`config.mk`:
```
export PLATFORM = sky130hd
export DESIGN_NAME = wrcm_mul
export DESIGN_NICKNAME = d
export VERILOG_FILES = /design/src/rtl/core/wrcm_pkg.sv /design/src/rtl/core/wrcm_mul.sv
export SDC_FILE = /design/constraint.sdc
export NUM_CORES = 1
export LEC_CHECK = 0
export CORE_ASPECT_RATIO = 0.75
export CORE_MARGIN = 2
export CORE_UTILIZATION = 25
export CTS_CLUSTER_SIZE = 30
export DETAILED_ROUTE_END_ITERATION = 10
export DONT_BUFFER_PORTS = 1
export MAX_ROUTING_LAYER = met4
export PLACE_DENSITY = 0.37
export SLEW_MARGIN = 5
export SYNTH_ARGS = -nofsm -noshare
export SYNTH_HDL_FRONTEND = slang
export SYNTH_SLANG_ARGS = --single-unit
```
`constraint.sdc`:
```
create_clock -name i_clk -period 3.3 [get_ports i_clk]
set_input_delay 0.33 -clock i_clk [delete_from_list [all_inputs] [get_ports i_clk]]
set_output_delay 0.33 -clock i_clk [all_outputs]
set_load 0.01 [all_outputs]
```
`src/rtl/core/wrcm_pkg.sv`:
```
// Shared constants, types and status struct for the windowed RMS current meter.
`timescale 1ns / 1ps

package wrcm_pkg;

    // field widths
    localparam int SMP_W   = 14;
    localparam int ZERO_W  = 13;
    localparam int SENS_W  = 10;
    localparam int WIN_W   = 13;
    localparam int LINE_W  = 13;
    localparam int RMS_W   = 20;
    localparam int PWR_W   = 23;
    localparam int CFG_W   = 13;

    // calibration
    localparam int CAL_SAMPLES = 50;
    localparam int CALCNT_W    = 6;
    localparam int CALSUM_W    = 19;

    // limits
    localparam int MAX_WINDOW   = 4096;
    localparam int MAX_VALID_MV = 5500;
    localparam int SENS_MIN     = 10;
    localparam int SENS_MAX     = 1000;
    localparam int MILLI        = 1000;
    localparam int RMS_MAX      = 1048575;
    localparam int POWER_MAX    = 8388607;

    // serial divider: dividend is left aligned, one quotient bit per cycle
    localparam int DIV_W  = 52;
    localparam int DVS_W  = 13;
    localparam int DCNT_W = 6;

    // serial multiplier: one multiplier bit per cycle
    localparam int MUL_W  = 20;
    localparam int MCNT_W = 5;

    // serial square root: two radicand bits per cycle
    localparam int SQRT_W  = 26;
    localparam int SCNT_W  = 5;

    // |diff| * 1000 and rms * line voltage widths
    localparam int CUR_W   = 23;
    localparam int PPROD_W = 33;

    // configuration register indexes
    localparam int REG_IDX_W = 2;
    typedef enum logic [REG_IDX_W-1:0] {
        REG_ZERO = 2'd0,
        REG_SENS = 2'd1,
        REG_WIN  = 2'd2,
        REG_LINE = 2'd3
    } t_reg_idx;

    // status of a multi-cycle arithmetic unit
    typedef struct packed {
        logic busy;
        logic done;
    } t_unit_stat;

endpackage

```
`src/rtl/core/wrcm_mul.sv`:
```
// Bit-serial shift-add multiplier, one multiplier bit per cycle.
`timescale 1ns / 1ps

module wrcm_mul import wrcm_pkg::*; (
    input  logic                i_clk,
    input  logic                i_rst_n,
    input  logic                i_start,
    input  logic [MUL_W-1:0]    i_a,
    input  logic [MUL_W-1:0]    i_b,
    output logic [2*MUL_W-1:0]  o_prod,
    output t_unit_stat          o_stat
);

    logic [2*MUL_W-1:0] r_p;    // upper half accumulates, lower half shifts out i_b
    logic [MUL_W-1:0]   r_a;
    logic [MCNT_W-1:0]  r_cnt;
    logic               r_done;
    logic [MUL_W:0]     sum;

    assign sum = {1'b0, r_p[2*MUL_W-1:MUL_W]} + {1'b0, (r_p[0] ? r_a : '0)};

    always_ff @(posedge i_clk) begin
        if (!i_rst_n) begin
            r_cnt  <= '0;
            r_done <= 1'b0;
        end else begin
            r_done <= 1'b0;
            if (i_start) begin
                r_cnt <= MCNT_W'(MUL_W);
            end else if (r_cnt != '0) begin
                r_cnt <= r_cnt - MCNT_W'(1);
                if (r_cnt == MCNT_W'(1)) begin
                    r_done <= 1'b1;
                end
            end
        end
    end

    always_ff @(posedge i_clk) begin
        if (i_start) begin
            r_p <= {{MUL_W{1'b0}}, i_b};
            r_a <= i_a;
        end else if (r_cnt != '0) begin
            r_p <= {sum, r_p[MUL_W-1:1]};
        end
    end

    assign o_prod      = r_p;
    assign o_stat.busy = (r_cnt != '0);
    assign o_stat.done = r_done;

endmodule

```
==> results of run 1 <==
## critical path: stages, from the launching register on
cell	delay, ps
edfxtp_1	530
and2_1	210
ha_1	200
fa_1	440
a211oi_2	280
o211ai_1	150
a32oi_2	310
o211ai_1	210
a311o_1	380
o211ai_1	90
## power breakdown
part           switching [mW]  leakage, nW  internal [mW]  total [mW]
registers               0.183        0.617           1.04        1.22
logic                   0.435        0.869          0.315       0.750
clock network           0.346        0.133          0.546       0.892
total                   0.964         1.62           1.90        2.86
## flip-flops by register name (all words and copies together), names as in the netlist
| register | cells |
|---|---|
| o_prod | 40 |
| r_a | 20 |
| r_cnt | 5 |
| r_done | 1 |
## per-layer routing
metal  wire length, um  up-vias  track usage [%]
met2              3960       57             17.8
met3               431        7             3.83
li1                  -     1242                -
met5                 0        -                -
met4                75        0             4.03
met1              4740     1225             17.7
## through the flow
step / hold WS [ps] / instance area [um^2] / utilization (%)
2_1_floorplan: 429 / 3600 / -
3_3_place_gp: 409 / 3780 / 27.2
3_5_place_dp: 411 / 3780 / 27.2
4_1_cts: 53.6 / 4050 / 29.2
5_1_grt: 52.9 / 4060 / 29.2
6_report: 71.2 / 4060 / 29.2
## Yosys cell counts (5+ instances only)
library cell  number
o211ai_1           5
nor3_1             8
xnor2_1            7
dfxtp_1           26
and2_1            20
inv_1              7
a21o_1            10
edfxtp_1          40
ha_1              23
mux2_2            20
nor2_1            12
nand2_1           35
nand3_1            8
o21ai_0           13
a21oi_1           21
and3_1             7
clkbuf_1          11
## layout make-up
| class | count | share of cell area [%] |
|---|---|---|
| multi-input combinational | 246 | 44.2 |
| tap | 175 | 5.39 |
| inverter | 7 | 0.647 |
| sequential | 66 | 42.4 |
| timing repair buffer | 3 | 0.555 |
| clock buffer | 13 | 6.41 |
| clock inverter | 3 | 0.401 |
## logic make-up after synthesis
family | Yosys count | share of synthesized area, %
compound gates | 81 | 15.9
xor+xnor | 11 | 2.68
fa+ha+maj | 24 | 8.56
buf+inv | 23 | 2.61
flops | 66 | 47.9
mux | 23 | 7.10
simple gates | 107 | 15.3
## path summary, 6_finish.rpt
kind / end / slack, ps / start
setup reg to reg: o_prod[37] / 420 / o_prod[0]
setup / recovery: o_prod[37] / 420 / o_prod[0]
hold / removal: o_prod[23] / 70 / i_start
hold reg to reg: o_prod[25] / 520 / o_prod[25]
==> impl_results.md, run 1 <==
* Postcts setup bufs at 0
* DRT Pass-1 Iters at 4
* Capturing element type of the critical path: flip-flop
* Gr ovfl total at 0
* Starting Density at 25.9%
* Synthesized Nets at 402
* Slew Limit Fails at 0
* Final Hold Vio Count at 0
* H-tree depth at 3
* Peak supply drop at 0.256 mV
* Crit path kind: flip-flop to flip-flop
* Post-synth top area share at 33.4%
* Setup Skew at 7.86 ps
* Endpoints failing setup at 0
* Status: finished clean
* # hold bufs at CTS at 0
* Root Driver: clkbuf_16
* F_max at 347 MHz
* Area of the die at 15400 um^2
* Measured slew at the worst slew-check pin at 817 ps
* Hold Crit Class: input pin to flip-flop
* Slew headroom at 45.5%
* Vias at 2531
* # port buffers at 0
* Nets at 400
* Max-cap violation count at 0
* GRT Overall Usage at 12.8%
* Total power draw at 2.86 mW
* Syn avg cell area at 10.7 um^2
* Synth area leader: edfxtp_1
* Synth async-reset ratio at 0%
* WL per Instance at 17.9 um
* Core Rows at 37
* Global-route wire length before repair at 14400 um
* Type of origin of the critical path: flip-flop
* CP required at 3550 ps
* Core area at 13900 um^2
* Setup Total Neg Slack at 0 ps
* Starting DRT DRC Count at 141
* Number of flops mapped to enable cells by yosys at 40
* Wirelength, routed at 9210 um
* Die Y-Extent at 108 um
* Reg2Reg Depth at 9
* Die Span X at 142 um
* Mapped Cells at 335
* Pleak at 1.62 nW
* Filler cells at 1451
* Commonest non-fill, non-tap cell in the layout: edfxtp_1
* Clock latency at the later pin of the worst-skew pair at 330 ps
* Number of distinct library cells after synthesis at 54
* Drc violations at 0
* Clk pin slew, worst setup/hold paths at 60 ps
* Multi-input logic area at 1790 um^2
* Antenna diodes at 0
* Post-CTS sizing at 0
* Min Tclk post-route at 2880 ps
* Yosys reg bits at 66
* Final Cycle Share at 87.3%
* Num CTS Buffers at 9
* Post-route insts no fill at 513
* CTS tree: yes
* CP arrival at 3140 ps
* Layout cells sized above 1 at 13.9%
* RSZ-0062 raised after global routing: false
* Worst setup margin at 418 ps
* Post-route ant nets at 0
* Register area at 1720 um^2
* Detail Placement HPWL at 6430 um
* Power Dens Cells at 705 nW/um^2
* Synth area leaders: edfxtp_1, dfxtp_1, ha_1
* Synth Cell Area at 3600 um^2
* Io pins at 85
* Largest net degree at the start of global routing at 65
* Hold path depth at 1
* CTS Buffer Depth at 2
* Most frequent cells in the layout: edfxtp_1, nand2_1, dfxtp_1
* Number of global-route vias before repair at 2534
* Clk sinks at 66
* DP Cell Count at 497
* Register area share after synthesis at 47.9%
* Initial antenna violation count at 0
* Post-place setup slack at 253 ps
* Ys Warns at 0
* Vias/cell at 4.93
* Top FF cell, synth: edfxtp_1
* Crit-path max FO at 10
* RePlAce Congestion at 0.773
* Synthesis-to-finish area growth at 12.9%
Note: power is estimated with default switching activity, not from simulation.
==> run 2, diff against run 1 <==
PLACE_DENSITY = not set   (was 0.37)
==> run 2 against run 1 <==
Compared with the run above: clock-buffer cell count is 4 lower; core utilization grew 0.072 points; sequential power is essentially flat; highest routed layer unchanged; worst setup slack worse by 100 ps; critical endpoint unchanged; via count grew 0.87%; die area unchanged; critical path type unchanged; maximum frequency shrank 3.4%; clock power is essentially flat; global-route usage decreased by 0.97 points; power shrank 0.41%; wire length is 6.4% lower.
==> impl_results.md, run 2 (same netlist as run 1, synthesis figures left out) <==
* Commonest non-fill, non-tap cell in the layout: edfxtp_1
* Hold path depth at 1
* Core Rows at 37
* GRT Overall Usage at 11.8%
* Synthesis-to-finish area growth at 13.2%
* Clk sinks at 66
* Antenna diodes at 0
* Max reg flops at 40
* Sw frac at 34.5%
* Crit-path cells: and2_1 -> ha_1 -> fa_1 -> a211oi_2 -> o211ai_1 -> a32oi_1 -> o211ai_1 -> a311o_1 -> o211ai_1
* F_max at 335 MHz
* Detail Placement HPWL at 6330 um
* CP required at 3560 ps
* Reg2reg end: o_prod[37]
* Post-CTS sizing at 0
* Share of power burned in registers at 43.0%
* Die Y-Extent at 108 um
* Post-route ant nets at 0
* Starting Density at 25.9%
* Initial antenna violation count at 0
* Io pins at 85
* H-tree depth at 3
* Nets at 402
* Int Pwr at 1.87 mW
* Gr ovfl total at 0
* Power Dens Cells at 700 nW/um^2
* Worst r2r src: o_prod[0]
* Crit path kind: flip-flop to flip-flop
* Crit-path most repeated cell: o211ai_1
* Wirelength, routed at 8620 um
* Clk pin slew, worst setup/hold paths at 60 ps
* Pleak at 1.61 nW
* CTS Buffer Depth at 2
* CTS tree: yes
* Peak supply drop at 0.354 mV
* # hold bufs at CTS at 0
* Hold path start: i_start
* Comb pwr share at 25.8%
* Drc violations at 0
* Root Driver: clkbuf_16
* Slew headroom at 64.4%
* Hold EP: o_prod[24]
* Die Span X at 142 um
* # port buffers at 0
* Postcts setup bufs at 0
* Hold Crit Class: input pin to flip-flop
* Vias at 2553
* Crit-path max FO at 12
* Final Hold Vio Count at 0
* Capturing element type of the critical path: flip-flop
* Final core utilization at 29.3%
* Setup Total Neg Slack at 0 ps
* Min Tclk post-route at 2980 ps
* Num CTS Buffers at 9
* Switch Pwr at 984 uW
* RePlAce Congestion at 0.862
* Slowest-stage cell, CP: edfxtp_1
* Layout cells sized above 1 at 15.0%
* Number of global-route vias before repair at 2409
* CP arrival at 3240 ps
* Reg2Reg Depth at 9
* DRT Pass-1 Iters at 4
* Register-to-register setup slack at 320 ps
* Largest net degree at the start of global routing at 65
* Type of origin of the critical path: flip-flop
* Final Cycle Share at 90.4%
* RSZ-0062 raised after global routing: false
* Core area at 13900 um^2
* Max-cap violation count at 0
* DP Cell Count at 499
* Vias/cell at 4.96
* Setup Skew at 8.00 ps
* Global-route wire length before repair at 13300 um
* Slew Limit Fails at 0
* Most frequent cells in the layout: edfxtp_1, nand2_1, dfxtp_1
* Endpoints failing setup at 0
* Measured slew at the worst slew-check pin at 533 ps
* Area of the die at 15400 um^2
* Clock power share at 31.2%
* Crit path largest cell delay at 530 ps
* Status: finished clean
* WL per Instance at 16.7 um
* Post-route insts no fill at 515
* Starting DRT DRC Count at 162
* Clock latency at the later pin of the worst-skew pair at 340 ps
==> run 2: cell types whose count changed in the layout (fill, tap and decap cells not counted) <==
cell,previous run,this run
clkinv_1,1,0
a32oi_2,1,0
clkinvlp_4,1,3
clkbuf_1,2,0
buf_4,3,5
a32oi_1,0,1
clkinv_4,0,2
inv_6,0,1
clkbuf_8,2,0
==> run 2: routing by layer <==
metal	global-route usage [%]	wire length, um	vias up
li1	-	-	1248
met1	16.5	4260	1220
met2	15.0	3530	77
met3	4.98	704	8
met4	4.10	115	0
met5	-	0	-
==> run 2: worst max-delay path by stage <==
stage,startpoint,endpoint,slack (ps)
detailed placement,o_prod[0],o_prod[37],340
CTS,o_prod[0],o_prod[37],310
global placement,o_prod[0],o_prod[37],380
global route,o_prod[0],o_prod[37],160
finish,o_prod[0],o_prod[37],320
floorplan,o_prod[0],o_prod[37],620
==> run 2: final cells by class <==
class | count | area, um^2
fillers | 1441 | 9820
multi-input cells | 246 | 1790
flip-flops and latches | 66 | 1720
clock buffers | 9 | 225
well taps | 175 | 219
clock inverters | 7 | 53.8
repair buffers | 5 | 37.5
inverters | 7 | 26.3
==> run 2: critical path, delay by kind of cell (launching register included) <==
family                   cells  cell delay [ps]
flip-flops                   1              530
adder cells (fa/ha/maj)      2              640
AO/OA/AOI/OAI                6             1530
AND/OR/NAND/NOR              1              200
==> run 2: power by group through the flow <==
stage               Clock, mW  Combinational [mW]  Sequential [mW]
floorplan                   0               0.596             1.18
global placement            0               0.719             1.25
detailed placement          0               0.730             1.25
CTS                     0.921               0.737             1.23
global route            0.953               0.820             1.25
finish                  0.890               0.736             1.23
==> run 2: per-stage QoR <==
stage | power [mW] | hold slack (ps) | instance area (um^2) | setup slack [ps]
after floorplan | 1.78 | 429 | 3600 | 617
after CTS | 2.89 | 42.5 | 4070 | 310
after detailed placement | 1.98 | 406 | 3790 | 337
final | 2.85 | 52.6 | 4070 | 316
after global routing | 3.02 | 38.1 | 4070 | 160
after global placement | 1.97 | 409 | 3790 | 380
==> run 3, diff against run 2 <==
CELL_PAD_IN_SITES_DETAIL_PLACEMENT = 0   (was not set)
CELL_PAD_IN_SITES_GLOBAL_PLACEMENT = 1   (was not set)
PLACE_DENSITY_LB_ADDON = 0.1   (was not set)
==> run 3 against run 2 <==
Compared with the run above: global-route usage increased by 1.2 points; via count shrank 1.8%; sequential cell count is the same; clock skew about the same; sequential power about the same; combinational power is 3.1% higher; maximum frequency increased by 4.5%; worst setup slack improved by 130 ps; hold slack improved by 26 ps; clock-buffer cell count rose by 1.
==> impl_results.md, run 3 (same netlist as run 1, synthesis figures left out) <==
* Status: finished clean
* Hold Crit Class: input pin to flip-flop
* Reg2reg end: o_prod[37]
* Register-to-register setup slack at 440 ps
* Nets at 402
* Final Cycle Share at 86.6%
* Setup Skew at 7.50 ps
* Postcts setup bufs at 0
* CP required at 3550 ps
* GRT Overall Usage at 13.0%
* Antenna diodes at 0
* Max-cap violation count at 0
* H-tree depth at 3
* Drc violations at 0
* Die Span X at 142 um
* Root Driver: clkbuf_16
* Gr ovfl total at 0
* Clock latency at the later pin of the worst-skew pair at 330 ps
* Capturing element type of the critical path: flip-flop
* Endpoints failing setup at 0
* Detail Placement HPWL at 6690 um
* Min Tclk post-route at 2860 ps
* Clk sinks at 66
* Total power draw at 3.00 mW
* Die Y-Extent at 108 um
* Crit-path max FO at 10
* WL per Instance at 18.1 um
* Final Hold Vio Count at 0
* Reg2Reg Depth at 9
* Setup Total Neg Slack at 0 ps
* Vias/cell at 4.87
* DRT Pass-1 Iters at 4
* Starting Density at 25.9%
* Peak supply drop at 0.248 mV
* CP arrival at 3110 ps
* Worst setup margin at 444 ps
* Slew Limit Fails at 0
* Type of origin of the critical path: flip-flop
* Commonest non-fill, non-tap cell in the layout: edfxtp_1
* Most frequent cells in the layout: edfxtp_1, nand2_1, dfxtp_1
* Largest net degree at the start of global routing at 65
* Core area at 13900 um^2
* Num CTS Buffers at 9
* Filler cells at 1444
* # hold bufs at CTS at 0
* Final Cell Area at 4110 um^2
* CTS tree: yes
* Hold path depth at 1
* Power Dens Cells at 731 nW/um^2
* Measured slew at the worst slew-check pin at 793 ps
* Post-place setup slack at 388 ps
* Number of global-route vias before repair at 2648
* Slew headroom at 47.1%
* Synthesis-to-finish area growth at 14.3%
* Io pins at 85
* Worst r2r src: o_prod[0]
* Post-route ant nets at 0
* # port buffers at 0
* Post-CTS sizing at 0
* Global-route wire length before repair at 14700 um
* RSZ-0062 raised after global routing: false
* Pleak at 1.63 nW
* Setup crit end: o_prod[37]
* Core Rows at 37
* Max reg flops at 40
* Crit path kind: flip-flop to flip-flop
* CTS Buffer Depth at 2
* Wirelength, routed at 9340 um
* Clk pin slew, worst setup/hold paths at 60 ps
* Area of the die at 15400 um^2
* Layout cells sized above 1 at 14.7%
* Placed inst area at 3790 um^2
* Vias at 2507
* Initial antenna violation count at 0
* F_max at 350 MHz
* Final core utilization at 29.6%
* RePlAce Congestion at 0.746
* CP Launch Point: o_prod[0]
* Starting DRT DRC Count at 109
## run 3: cell count changes in the layout (fill, tap and decap cells not counted)
cell / change
clkinv_4: -1
clkbuf_1: +1
inv_6: -1
bufinv_16: +2
clkinv_2: -1
## run 3: worst max-delay path, cell delays in order (launching register included)
cell and delay, ps:
edfxtp_1 390, buf_4 180, and2_1 170, fa_1 460, a211oi_2 290, o211ai_1 140, a32oi_1 420, o211ai_1 240
a311o_1 390, o211ai_1 80
## run 3: per-stage QoR
stage / std cells / hold WS, ps
global placement: 499 / 414
floorplan: 335 / 429
finish: 515 / 78.4
CTS: 515 / 55.4
detailed placement: 499 / 411
global route: 515 / 52.8
## run 3: power breakdown
group          internal (mW)  switching [mW]  leakage (nW)
combinational          0.318           0.441         0.869
sequential              1.04           0.176         0.617
clock                  0.663           0.370         0.145
## run 3: how the worst min path moves through the flow
stage          slack [ps]     from          to
6_report               80  i_start  o_prod[22]
5_1_grt                50  i_start  o_prod[22]
4_1_cts                60  i_start  o_prod[22]
3_5_place_dp          410  i_start  o_prod[30]
3_3_place_gp          410  i_start  o_prod[20]
2_1_floorplan         430   i_a[0]      r_a[0]
## run 3: area by class of cell
class                   count  area, um^2  share of cell area [%]
multi-input cells         246        1790                    43.5
repair buffers              5        37.5                   0.913
clock inverters             6        91.3                    2.22
flip-flops and latches     66        1720                    41.9
well taps                 175         219                    5.33
inverters                   7        26.3                   0.639
clock buffers              10         229                    5.57
## run 3: routing by layer
layer / global-route usage, % / vias up / wire, um
met3: 4.14 / 7 / 449
met4: 3.18 / 0 / 74
met5: - / - / 0
met1: 18.0 / 1185 / 4820
met2: 18.3 / 58 / 3990
li1: - / 1257 / -
