[src/rtl/core/wrcm_pkg.sv]
// Shared constants, types and status struct for the windowed RMS current meter.
`timescale 1ns / 1ps

package wrcm_pkg;

    // field widths
    localparam int SMP_W   = 14;
    localparam int ZERO_W  = 13;
    localparam int SENS_W  = 10;
    localparam int WIN_W   = 13;
    localparam int LINE_W  = 13;
    localparam int RMS_W   = 20;
    localparam int PWR_W   = 23;
    localparam int CFG_W   = 13;

    // calibration
    localparam int CAL_SAMPLES = 50;
    localparam int CALCNT_W    = 6;
    localparam int CALSUM_W    = 19;

    // limits
    localparam int MAX_WINDOW   = 4096;
    localparam int MAX_VALID_MV = 5500;
    localparam int SENS_MIN     = 10;
    localparam int SENS_MAX     = 1000;
    localparam int MILLI        = 1000;
    localparam int RMS_MAX      = 1048575;
    localparam int POWER_MAX    = 8388607;

    // serial divider: dividend is left aligned, one quotient bit per cycle
    localparam int DIV_W  = 52;
    localparam int DVS_W  = 13;
    localparam int DCNT_W = 6;

    // serial multiplier: one multiplier bit per cycle
    localparam int MUL_W  = 20;
    localparam int MCNT_W = 5;

    // serial square root: two radicand bits per cycle
    localparam int SQRT_W  = 26;
    localparam int SCNT_W  = 5;

    // |diff| * 1000 and rms * line voltage widths
    localparam int CUR_W   = 23;
    localparam int PPROD_W = 33;

    // configuration register indexes
    localparam int REG_IDX_W = 2;
    typedef enum logic [REG_IDX_W-1:0] {
        REG_ZERO = 2'd0,
        REG_SENS = 2'd1,
        REG_WIN  = 2'd2,
        REG_LINE = 2'd3
    } t_reg_idx;

    // status of a multi-cycle arithmetic unit
    typedef struct packed {
        logic busy;
        logic done;
    } t_unit_stat;

endpackage

[src/rtl/core/wrcm_div.sv]
// Bit-serial restoring divider, one quotient bit per cycle.
`timescale 1ns / 1ps

module wrcm_div import wrcm_pkg::*; (
    input  logic              i_clk,
    input  logic              i_rst_n,
    input  logic              i_start,
    input  logic [DIV_W-1:0]  i_dividend,   // left aligned
    input  logic [DVS_W-1:0]  i_divisor,
    input  logic [DCNT_W-1:0] i_steps,      // dividend width in bits
    output logic [DIV_W-1:0]  o_quot,
    output t_unit_stat        o_stat
);

    logic [DIV_W-1:0]  r_q;
    logic [DVS_W-1:0]  r_rem;
    logic [DVS_W-1:0]  r_dvs;
    logic [DCNT_W-1:0] r_cnt;
    logic              r_done;

    logic [DVS_W:0]    shifted;
    logic [DVS_W:0]    trial;
    logic              ge;

    // remainder stays below the divisor, so the shifted value fits DVS_W+1 bits
    assign shifted = {r_rem, r_q[DIV_W-1]};
    assign ge      = (shifted >= {1'b0, r_dvs});
    assign trial   = shifted - {1'b0, r_dvs};

    always_ff @(posedge i_clk) begin
        if (!i_rst_n) begin
            r_cnt  <= '0;
            r_done <= 1'b0;
        end else begin
            r_done <= 1'b0;
            if (i_start) begin
                r_cnt <= i_steps;
            end else if (r_cnt != '0) begin
                r_cnt <= r_cnt - DCNT_W'(1);
                if (r_cnt == DCNT_W'(1)) begin
                    r_done <= 1'b1;
                end
            end
        end
    end

    always_ff @(posedge i_clk) begin
        if (i_start) begin
            r_q   <= i_dividend;
            r_rem <= '0;
            r_dvs <= i_divisor;
        end else if (r_cnt != '0) begin
            r_q   <= {r_q[DIV_W-2:0], ge};
            r_rem <= ge ? trial[DVS_W-1:0] : shifted[DVS_W-1:0];
        end
    end

    // the aligned dividend's low zeros end up above the quotient bits
    assign o_quot      = r_q;
    assign o_stat.busy = (r_cnt != '0);
    assign o_stat.done = r_done;

endmodule

[config.mk]
export PLATFORM = sky130hd
export DESIGN_NAME = wrcm_div
export DESIGN_NICKNAME = d
export VERILOG_FILES = /design/src/rtl/core/wrcm_pkg.sv /design/src/rtl/core/wrcm_div.sv
export SDC_FILE = /design/constraint.sdc
export NUM_CORES = 1
export LEC_CHECK = 0
export BUFFER_PORTS_ARGS = -buffer_cell sky130_fd_sc_hd__buf_2
export CORE_ASPECT_RATIO = 1.4
export CORE_MARGIN = 1.5
export CORE_UTILIZATION = 30
export CTS_CLUSTER_SIZE = 24
export DETAILED_ROUTE_END_ITERATION = 12
export MAX_ROUTING_LAYER = met4
export PLACE_DENSITY_LB_ADDON = 0.08
export SETUP_SLACK_MARGIN = 0.05
export SYNTH_ARGS = -nofsm -noshare
export SYNTH_HDL_FRONTEND = slang
export SYNTH_SLANG_ARGS = --single-unit
[constraint.sdc]
create_clock -name i_clk -period 3 [get_ports i_clk]
set_input_delay 0.3 -clock i_clk [delete_from_list [all_inputs] [get_ports i_clk]]
set_output_delay 0.3 -clock i_clk [all_outputs]
set_load 0.01 [all_outputs]
==> impl_metrics.csv, run 1 <==
group,metric,value,unit
run_status,status,"finished clean",
die,die_height,145,um
sta,drv_slew,0,
place,dp.cells,651,
power,switchingPower,1.44,mW
global_routing,grt_use_total,0.151,
layout,fin_area,5450,um2
synth,synth.avg_cell_area,12.3,um2
setup_path,critPathMaxStageDelay,490,ps
power,ir_drop,0.334,mV
hold_path,hold_path.class,"in -> reg",
synth,yosys.area.top_type,"edfxtp_1",
setup_path,r2r_setup_slack,510,ps
synth,ys_top_cells_by_count,"65 x edfxtp_1, 52 x mux2_2, 21 x nor2_1",
layout,layout-drive-gt1-share,0.440,
setup_path,crit_required,2700,ps
power,switching_share,0.339,
cts,cts_tree,"built",
global_routing,grt_max_degree,42,
sta,tightest_slew,575,ps
synth,synth.distinct_cells,55,
place,gp_congestion,0.798,
layout,syn2layout_area_growth,26.1,%
sta,period_minus_slack,2530,ps
setup_path,cp_cell_sequence,"nor4_1 -> and2_1 -> clkinv_1 -> buf_2",
place,post-place-ws,514,ps
cts,post-cts-setup-buffers,0,
sta,slew_headroom,0.615,
sta,max_freq,396,MHz
synth,ys_seq_area_frac,0.545,
cts,cts_made_buffers,9,
power,total_power,4.25,mW
sta,fin_skew,6.54,ps
setup_path,critPathKind,"reg -> out",
cts,clock_sinks,85,
power,p_int,2.81,mW
layout,fin_nets,567,
detailed_routing,dr.pass1.iters,4,
global_routing,grt_pass1_vias,3431,
power,clkPwrFrac,0.262,
cts,cts_buffer_depth,2,
detailed_routing,wirelength,10700,um
die,initial_core_util,0.309,
synth,synth_area,4320,um2
layout,post_layout_nonfiller_instances,668,
layout,multi_input_area,1790,um2
cts,clk_pin_slew_worst_paths,70,ps
power,comb_power_share,0.346,
place,place_area,5150,um2
cts,postCtsResizedCells,0,
sta,setup_ws,474,ps
sta,fin_setup_tns,0,ps
sta,finalHoldWorstSlack,137,ps
synth,synthArstFlopShare,0,
flow_run,cap_violations,0,
synth,synth_most_common_cell,"edfxtp_1",
setup_path,slowest_stage,"clkinv_1",
cts,cts-htree-levels,3,
layout,fill_cells,1409,
detailed_routing,vias_per_cell,4.79,
die,num_rows,51,
synth,synth-edff-count,65,
synth,synth_fp_nets,442,
synth,synth.top_cell.area_share,0.452,
global_routing,grt_pass1_wl,17400,um
die,pin_count,128,
layout,regArea,2350,um2
synth,syn_inst,352,
setup_path,cp-end-kind,"primary output",
synth,ys_ff_latch,85,
die,dieArea,15100,um2
detailed_routing,num_vias,3201,
cts,root_buffer,"clkbuf_16",
setup_path,crit_arrival,2230,ps
cts,hold_buffers,0,
global_routing,grt-ovfl-total,0,
sta,fin_crit_sh,0.842,
sta,final_hold_viol_count,0,
layout,utilization,0.390,
sta,rsz0062_at_grt,"no",
global_routing,antenna_found_initial,1,
place,place_hpwl,7780,um
setup_path,path_buf_inv,2,
power,powerDensity,780,nW/um2
sta,setup_violations,0,
detailed_routing,drt-wirelength-per-cell,16.0,um
detailed_routing,ant_nets,0,
synth,ys.flop_type,"edfxtp_1",
detailed_routing,drc,0,
setup_path,start_kind,"flip-flop",
die,coreArea,14000,um2
detailed_routing,drtIter0Drc,180,
power,seqPwrFrac,0.392,
place,port_buffers,127,
die,dieWidth,104,um
cts,worstSkewPairLatency,330,ps
synth,ys_top_cells_by_area,"edfxtp_1 45%, mux2_2 14%, dfxtp_1 9.3%, ha_1 4.3%, a21oi_1 2.2%",
power,leakage,2.29,nW
setup_path,path_delay_family,"buffers and inverters",
synth,yosys_warnings,0,
setup_path,crit_fanout,17,
-- power groups by stage --
stage,sequential (mW),clock [mW],combinational (mW)
finish,1.67,1.11,1.47
global route,1.70,1.19,1.65
CTS,1.67,1.15,1.49
detailed placement,1.69,0,1.48
global placement,1.69,0,1.48
floorplan,1.73,0,1.01
-- registers in the layout, indices dropped and copies added, names as in the netlist --
name,cells
r_dvs,13
r_rem,13
r_done,1
o_quot,52
r_cnt,6
-- final timing paths --
check,start,end,cells past startpoint
max,r_cnt[5]$_SDFFE_PN0P_,o_stat[1],4
min,i_divisor[10],r_dvs[10]$_DFFE_PP_,1
max reg2reg,o_quot[51]$_DFFE_PP_,r_rem[11]$_SDFFE_PP0P_,11
min reg2reg,r_rem[7]$_SDFFE_PP0P_,r_rem[7]$_SDFFE_PP0P_,2
-- logic make-up (layout without fill, tap and decap cells) --
| group | after synthesis | after routing | share of synthesized area |
|---|---|---|---|
| simple gates | 93 | 93 | 0.116 |
| flops | 85 | 85 | 0.545 |
| compound gates | 53 | 53 | 0.0881 |
| mux | 53 | 53 | 0.138 |
| buf+inv | 40 | 170 | 0.0406 |
| fa+ha+maj | 16 | 16 | 0.0481 |
| xor+xnor | 12 | 12 | 0.0243 |
| other cells | 0 | 1 | 0 |
-- worst reg2reg max path, cell delays in order (launching register included) --
cell and delay, ps:
edfxtp_1 410, inv_1 80, ha_1 150, inv_1 50
fa_1 420, nand3_1 150, a211oi_2 100, o21bai_1 210
and2_1 290, buf_4 230, a21oi_1 80, a211oi_1 240
-- final cells by class --
| class | count | share of cell area |
|---|---|---|
| tap | 185 | 0.0425 |
| sequential | 85 | 0.432 |
| clock buffer | 9 | 0.0414 |
| multi-input combinational | 227 | 0.329 |
| antenna | 1 | 0.000460 |
| clock inverter | 7 | 0.0122 |
| timing repair buffer | 133 | 0.128 |
| inverter | 21 | 0.0145 |
-- cell usage in the layout (no fill, tap or decap), types with 4 or more instances in the layout --
master     instances
o21ai_0            9
xor2_1             4
edfxtp_1          65
buf_2            126
buf_4              6
nand3_1            8
inv_1             20
ha_1              15
dfxtp_1           20
a21oi_1           19
nor3_1            15
nor2_1            21
mux2_2            52
xnor2_1            8
nand4_1            4
nand2_1           17
nand2b_1           5
clkbuf_16          9
-- metal layers --
layer  vias up  share of wire  GRT usage
met2        84           0.51      0.251
met1      1542           0.42      0.176
met4         0          0.019     0.0556
met3        11          0.047     0.0350
met5         -              0          -
li1       1564              -          -
Note: power is estimated with default switching activity, not from simulation.
==> inputs of run 2 (changes only) <==
--- a/config.mk
+++ b/config.mk
@@ -5,6 +5,7 @@
 export SDC_FILE = /design/constraint.sdc
 export NUM_CORES = 1
 export LEC_CHECK = 0
+export ABC_AREA = 1
 export BUFFER_PORTS_ARGS = -buffer_cell sky130_fd_sc_hd__buf_2
 export CORE_ASPECT_RATIO = 1.4
 export CORE_MARGIN = 1.5
==> constraint.sdc (replaced) <==
create_clock -name i_clk -period 2.3 [get_ports i_clk]
set_input_delay 0.23 -clock i_clk [delete_from_list [all_inputs] [get_ports i_clk]]
set_output_delay 0.23 -clock i_clk [all_outputs]
set_load 0.01 [all_outputs]
==> run 2 against run 1 <==
Design area up 5.9%. Sequential share of layout area fell by 2.4 points. Setup slack worse by 220 ps. Hold slack got worse by 68 ps. Clock skew rose by 1.4 ps. Non-clock buffer count rose by 9. Via count grew 21%. Wire length increased by 11%.
==> impl_metrics.csv, run 2 <==
group,metric,value,unit
place,gp_congestion,0.822,
sta,fin_crit_sh,0.891,
setup_path,start_kind,"flip-flop",
sta,rsz0062_at_grt,"no",
synth,synthArstFlopShare,0,
layout,syn2layout_area_growth,26.9,%
layout,fill_cells,1608,
hold_path,hold_path_depth,1,
cts,clk_pin_slew_worst_paths,60,ps
synth,ys_top_cells_by_area,"edfxtp_1 43%, nand2_1 21%, dfxtp_1 8.8%, ha_1 4.1%, inv_1 4.1%",
setup_path,slowest_stage,"edfxtp_1",
place,port_buffers,127,
cts,cts_tree,"built",
layout,largest_reg_flops,52,
setup_path,cp_cell_sequence,"inv_1 -> ha_1 -> clkinv_1 -> fa_2 -> buf_4 -> nand3_1 -> nand3_1 -> nand2_1 -> nand3_1 -> nand2_1 -> nand3_2 -> nand3_1 -> nand2_1",
power,comb_power_share,0.411,
layout,mostFrequentLayoutCells,"253 x nand2_1, 127 x buf_2, 65 x edfxtp_1",
hold_path,hp-start,"i_divisor[11]",
setup_path,cp-end-kind,"flip-flop",
setup_path,critPathKind,"reg -> reg",
die,pin_count,128,
layout,layout_commonest_cell,"nand2_1",
power,clkPwrFrac,0.230,
setup_path,critPathMaxStageDelay,380,ps
sta,period_minus_slack,2050,ps
setup_path,crit_start,"o_quot[51]$_DFFE_PP_",
setup_path,reg2reg_to,"r_rem[8]$_SDFFE_PP0P_",
flow_run,cap_violations,0,
cts,cts_buffer_depth,2,
sta,fin_setup_tns,0,ps
synth,syn_inst,543,
synth,synth.distinct_cells,35,
cts,worstSkewPairLatency,330,ps
layout,antenna_cells,0,
die,die_height,149,um
setup_path,crit_top_cell,"nand3_1",
synth,synth_fp_nets,633,
die,initial_core_util,0.305,
die,num_rows,53,
setup_path,crit_required,2520,ps
synth,synth_area,4540,um2
detailed_routing,drt-wirelength-per-cell,13.5,um
layout,regArea,2350,um2
place,place_hpwl,9270,um
synth,synth.top_cell.area_share,0.430,
sta,finalHoldWorstSlack,69.4,ps
cts,clock_sinks,85,
power,powerDensity,1080,nW/um2
setup_path,crit_arrival,2270,ps
power,switching_share,0.382,
die,coreArea,14900,um2
detailed_routing,ant_nets,0,
layout,multi_input_area,1860,um2
synth,synth.avg_cell_area,8.37,um2
hold_path,min_to,"r_dvs[11]$_DFFE_PP_",
sta,drv_slew,0,
synth,ys_seq_area_frac,0.518,
sta,fin_skew,7.97,ps
synth,yosys.area.top_type,"edfxtp_1",
sta,slew_headroom,0.646,
cts,cts-htree-levels,3,
synth,ys.flop_type,"edfxtp_1",
detailed_routing,wirelength,11900,um
power,leakage,2.97,nW
synth,ys_ff_latch,85,
detailed_routing,num_vias,3861,
hold_path,hold_path.class,"in -> reg",
global_routing,antenna_found_initial,0,
power,p_int,3.85,mW
global_routing,grt_pass1_wl,19400,um
run_status,status,"finished clean",
setup_path,r2r_start,"o_quot[51]$_DFFE_PP_",
detailed_routing,vias_per_cell,4.41,
synth,yosys_warnings,0,
synth,ys_top_cells_by_count,"254 x nand2_1, 65 x edfxtp_1, 50 x inv_1",
setup_path,r2r_setup_slack,250,ps
setup_path,r2r_cells,13,
power,seqPwrFrac,0.360,
sta,max_freq,488,MHz
power,switchingPower,2.39,mW
detailed_routing,drtIter0Drc,132,
cts,hold_buffers,0,
layout,layout-drive-gt1-share,0.287,
global_routing,grt_max_degree,50,
cts,root_buffer,"clkbuf_16",
layout,fin_nets,769,
synth,synth_most_common_cell,"nand2_1",
power,ir_drop,0.360,mV
global_routing,grt_use_total,0.161,
die,dieWidth,107,um
global_routing,grt-ovfl-total,0,
sta,setup_violations,0,
setup_path,crit_fanout,3,
detailed_routing,drc,0,
sta,tightest_slew,531,ps
die,dieArea,15900,um2
global_routing,grt_pass1_vias,3989,
cts,cts_made_buffers,9,
detailed_routing,dr.pass1.iters,5,
synth,synth-edff-count,65,
sta,final_hold_viol_count,0,
[run 2: changes by cell type after synthesis, sizes merged, moves of 5 or more]
cell,change
nand2b,-5
nor4,-6
a21oi,-10
nand4,+9
a211oi,-5
nand3,+21
nor3,-14
inv,+43
nand2,+243
mux2,-52
[run 2: worst max-delay path: cells and delay by family (launching register included)]
kind | cells | cell delay (ps)
flip-flops | 1 | 380
adder cells (fa/ha/maj) | 2 | 510
buffers and inverters | 3 | 340
AND/OR/NAND/NOR | 8 | 700
[run 2: repair_timing]
action / 4_1_cts / 5_1_grt
pin swaps: 1 / 0
setup endpoints to repair: 1 / 12
buffers inserted: 1 / 0
gates resized for setup: 0 / 3
[run 2: area by class of cell]
| type | count | area share |
|---|---|---|
| clock buffer | 10 | 0.0397 |
| clock inverter | 6 | 0.0109 |
| inverter | 64 | 0.0417 |
| multi-input combinational | 377 | 0.323 |
| sequential | 85 | 0.408 |
| tap | 192 | 0.0417 |
| timing repair buffer | 142 | 0.135 |
[run 2: power groups by stage]
stage          registers, mW  clock network, mW  logic [mW]
4_1_cts                 2.25               1.48        2.59
5_1_grt                 2.30               1.53        2.90
6_report                2.24               1.43        2.56
3_5_place_dp            2.27                  0        2.58
2_1_floorplan           2.31                  0        1.78
3_3_place_gp            2.27                  0        2.57
[run 2: stage by stage]
stage / total power [mW] / setup slack [ps] / cell area [um2] / std cells / utilization
3_3_place_gp: 4.84 / 156 / 5460 / 859 / 0.366
2_1_floorplan: 4.09 / 78.6 / 4540 / 543 / -
3_5_place_dp: 4.86 / 66.5 / 5460 / 859 / 0.366
6_report: 6.24 / 252 / 5770 / 876 / 0.386
4_1_cts: 6.32 / 88.2 / 5760 / 876 / 0.386
5_1_grt: 6.73 / 89.5 / 5770 / 876 / 0.386
[run 2: worst max-delay path by stage]
stage / depth (start not counted) / slack [ps] / endpoint
6_report: 13 / 250 / r_rem[8]$_SDFFE_PP0P_
5_1_grt: 14 / 90 / r_rem[4]$_SDFFE_PP0P_
4_1_cts: 14 / 90 / r_rem[0]$_SDFFE_PP0P_
3_5_place_dp: 14 / 70 / r_rem[0]$_SDFFE_PP0P_
3_3_place_gp: 14 / 160 / r_rem[0]$_SDFFE_PP0P_
2_1_floorplan: 13 / 80 / o_quot[0]$_DFFE_PP_
[run 2: kinds of logic after synthesis]
kind of cell    count (synthesis)  synth area share
fa+ha+maj                      16            0.0457
xor+xnor                        9            0.0173
simple gates                  331             0.315
compound gates                 21            0.0308
buf+inv                        81            0.0732
flops                          85             0.518
[run 2: per-layer routing]
metal	wire, um	vias to the layer above	global-route usage	part of all wire
met5	0	-	-	0
li1	-	1998	-	-
met1	4770	1755	0.180	0.40
met4	324	0	0.0653	0.027
met3	456	20	0.0280	0.038
met2	6310	88	0.281	0.53
==> inputs of run 3 (changes only) <==
--- a/config.mk
+++ b/config.mk
@@ -7,6 +7,8 @@
 export LEC_CHECK = 0
 export ABC_AREA = 1
 export BUFFER_PORTS_ARGS = -buffer_cell sky130_fd_sc_hd__buf_2
+export CELL_PAD_IN_SITES_DETAIL_PLACEMENT = 0
+export CELL_PAD_IN_SITES_GLOBAL_PLACEMENT = 1
 export CORE_ASPECT_RATIO = 1.4
 export CORE_MARGIN = 1.5
 export CORE_UTILIZATION = 30
==> run 3 against run 2 <==
Utilization about the same. Sequential power is essentially flat. First-iteration DRC count down 5.3%. Combinational power barely moved. Cell count is the same. Power down 1.3%. Wire length decreased by 1.7%. Flip-flop and latch count unchanged. Non-clock buffer count is the same. Register-to-register slack improved by 20 ps. Sequential share of layout area is essentially flat. Critical endpoint is now r_rem[1]$_SDFFE_PP0P_. Largest cell class unchanged. Highest routed layer unchanged.
==> impl_metrics.csv, run 3 (synthesis gave the netlist of run 2 again) <==
group,metric,value,unit
sta,max_freq,493,MHz
hold_path,hp-start,"i_divisor[11]",
sta,slew_headroom,0.670,
cts,worstSkewPairLatency,330,ps
detailed_routing,vias_per_cell,4.34,
hold_path,hold_path_depth,1,
layout,fill_cells,1608,
die,dieWidth,107,um
place,port_buffers,127,
die,pin_count,128,
global_routing,grt_pass1_vias,3950,
layout,antenna_cells,0,
detailed_routing,dr.pass1.iters,4,
die,initial_core_util,0.305,
layout,layout-drive-gt1-share,0.288,
global_routing,grt_pass1_wl,19000,um
setup_path,r2r_cells,14,
detailed_routing,drtIter0Drc,125,
sta,fin_setup_tns,0,ps
sta,setup_violations,0,
layout,fin_area,5760,um2
hold_path,hold_path.class,"in -> reg",
setup_path,cp-end-kind,"flip-flop",
place,post-place-ws,97.3,ps
cts,cts_tree,"built",
sta,final_hold_viol_count,0,
layout,mostFrequentLayoutCells,"254 x nand2_1, 127 x buf_2, 65 x edfxtp_1",
sta,fin_skew,6.78,ps
layout,largest_reg_flops,52,
sta,rsz0062_at_grt,"no",
setup_path,crit_fanout,12,
global_routing,antenna_found_initial,0,
global_routing,grt-ovfl-total,0,
die,coreArea,14900,um2
layout,layout_commonest_cell,"nand2_1",
layout,fin_nets,769,
setup_path,r2r_start,"o_quot[51]$_DFFE_PP_",
run_status,status,"finished clean",
cts,clock_sinks,85,
detailed_routing,ant_nets,0,
detailed_routing,drt-wirelength-per-cell,13.3,um
die,die_height,149,um
cts,root_buffer,"clkbuf_16",
setup_path,r2r_setup_slack,270,ps
sta,setup_ws,273,ps
place,place_area,5460,um2
sta,finalHoldWorstSlack,64.7,ps
setup_path,critPathKind,"reg -> reg",
place,dp.cells,859,
detailed_routing,num_vias,3802,
layout,syn2layout_area_growth,26.8,%
setup_path,reg2reg_to,"r_rem[1]$_SDFFE_PP0P_",
place,place_hpwl,8920,um
power,powerDensity,1070,nW/um2
detailed_routing,drc,0,
setup_path,start_kind,"flip-flop",
global_routing,grt_use_total,0.159,
setup_path,crit_arrival,2290,ps
power,total_power,6.16,mW
power,ir_drop,0.341,mV
place,gp_congestion,0.772,
die,dieArea,15900,um2
detailed_routing,wirelength,11700,um
cts,cts_buffer_depth,2,
setup_path,crit_required,2570,ps
power,leakage,2.96,nW
die,num_rows,53,
global_routing,grt_max_degree,48,
cts,cts-htree-levels,3,
sta,period_minus_slack,2030,ps
sta,tightest_slew,495,ps
sta,drv_slew,0,
layout,utilization,0.386,
layout,post_layout_nonfiller_instances,876,
sta,fin_crit_sh,0.881,
cts,clk_pin_slew_worst_paths,70,ps
flow_run,cap_violations,0,
hold_path,min_to,"r_dvs[11]$_DFFE_PP_",
cts,cts_made_buffers,9,
-- run 3: routing by layer --
metal	GRT usage	wire length [um]
met1	0.178	4860
met2	0.276	6020
met4	0.0573	250
met5	-	0
met3	0.0333	533
-- run 3: cell type report --
type	instances	area, um2	share of cell area
tap	192	240	0.0417
timing repair buffer	142	786	0.136
clock inverter	6	38.8	0.00673
clock buffer	10	239	0.0415
inverter	64	240	0.0417
sequential	85	2350	0.408
multi-input combinational	377	1870	0.324
-- run 3: where the power goes --
group | internal, mW | total [mW] | switching (mW)
Clock | 0.756 | 1.36 | 0.602
Sequential | 2.03 | 2.23 | 0.205
Combinational | 1.01 | 2.57 | 1.56
-- run 3: worst max-delay path by stage --
| stage | from | to | slack [ps] | cells after the start |
|---|---|---|---|---|
| final | o_quot[51]$_DFFE_PP_ | r_rem[1]$_SDFFE_PP0P_ | 270 | 14 |
| after global routing | o_quot[51]$_DFFE_PP_ | r_rem[0]$_SDFFE_PP0P_ | 70 | 14 |
| after CTS | o_quot[51]$_DFFE_PP_ | r_rem[11]$_SDFFE_PP0P_ | 80 | 14 |
| after detailed placement | o_quot[51]$_DFFE_PP_ | r_rem[11]$_SDFFE_PP0P_ | 100 | 14 |
| after global placement | o_quot[51]$_DFFE_PP_ | r_rem[12]$_SDFFE_PP0P_ | 150 | 14 |
| after floorplan | o_quot[51]$_DFFE_PP_ | o_quot[0]$_DFFE_PP_ | 80 | 13 |
-- run 3: timing repair --
action                                  4_1_cts  5_1_grt
hold endpoints to repair                      0        0
buffers inserted                              0        1
hold buffers                                  0        0
gates resized for setup                       0        2
endpoints found under the setup margin        0        9
-- run 3: worst max-delay path: stages (launching register included) --
cell and delay [ps]:
edfxtp_1 380, inv_1 70, ha_1 150, clkinv_1 110, fa_2 350, nand2_1 70
nand2_1 50, nand3_1 70, nand2_1 110, nand2_4 90, nand3_4 110, buf_12 170
nand2_1 50, nand2_1 40, o21ai_1 120
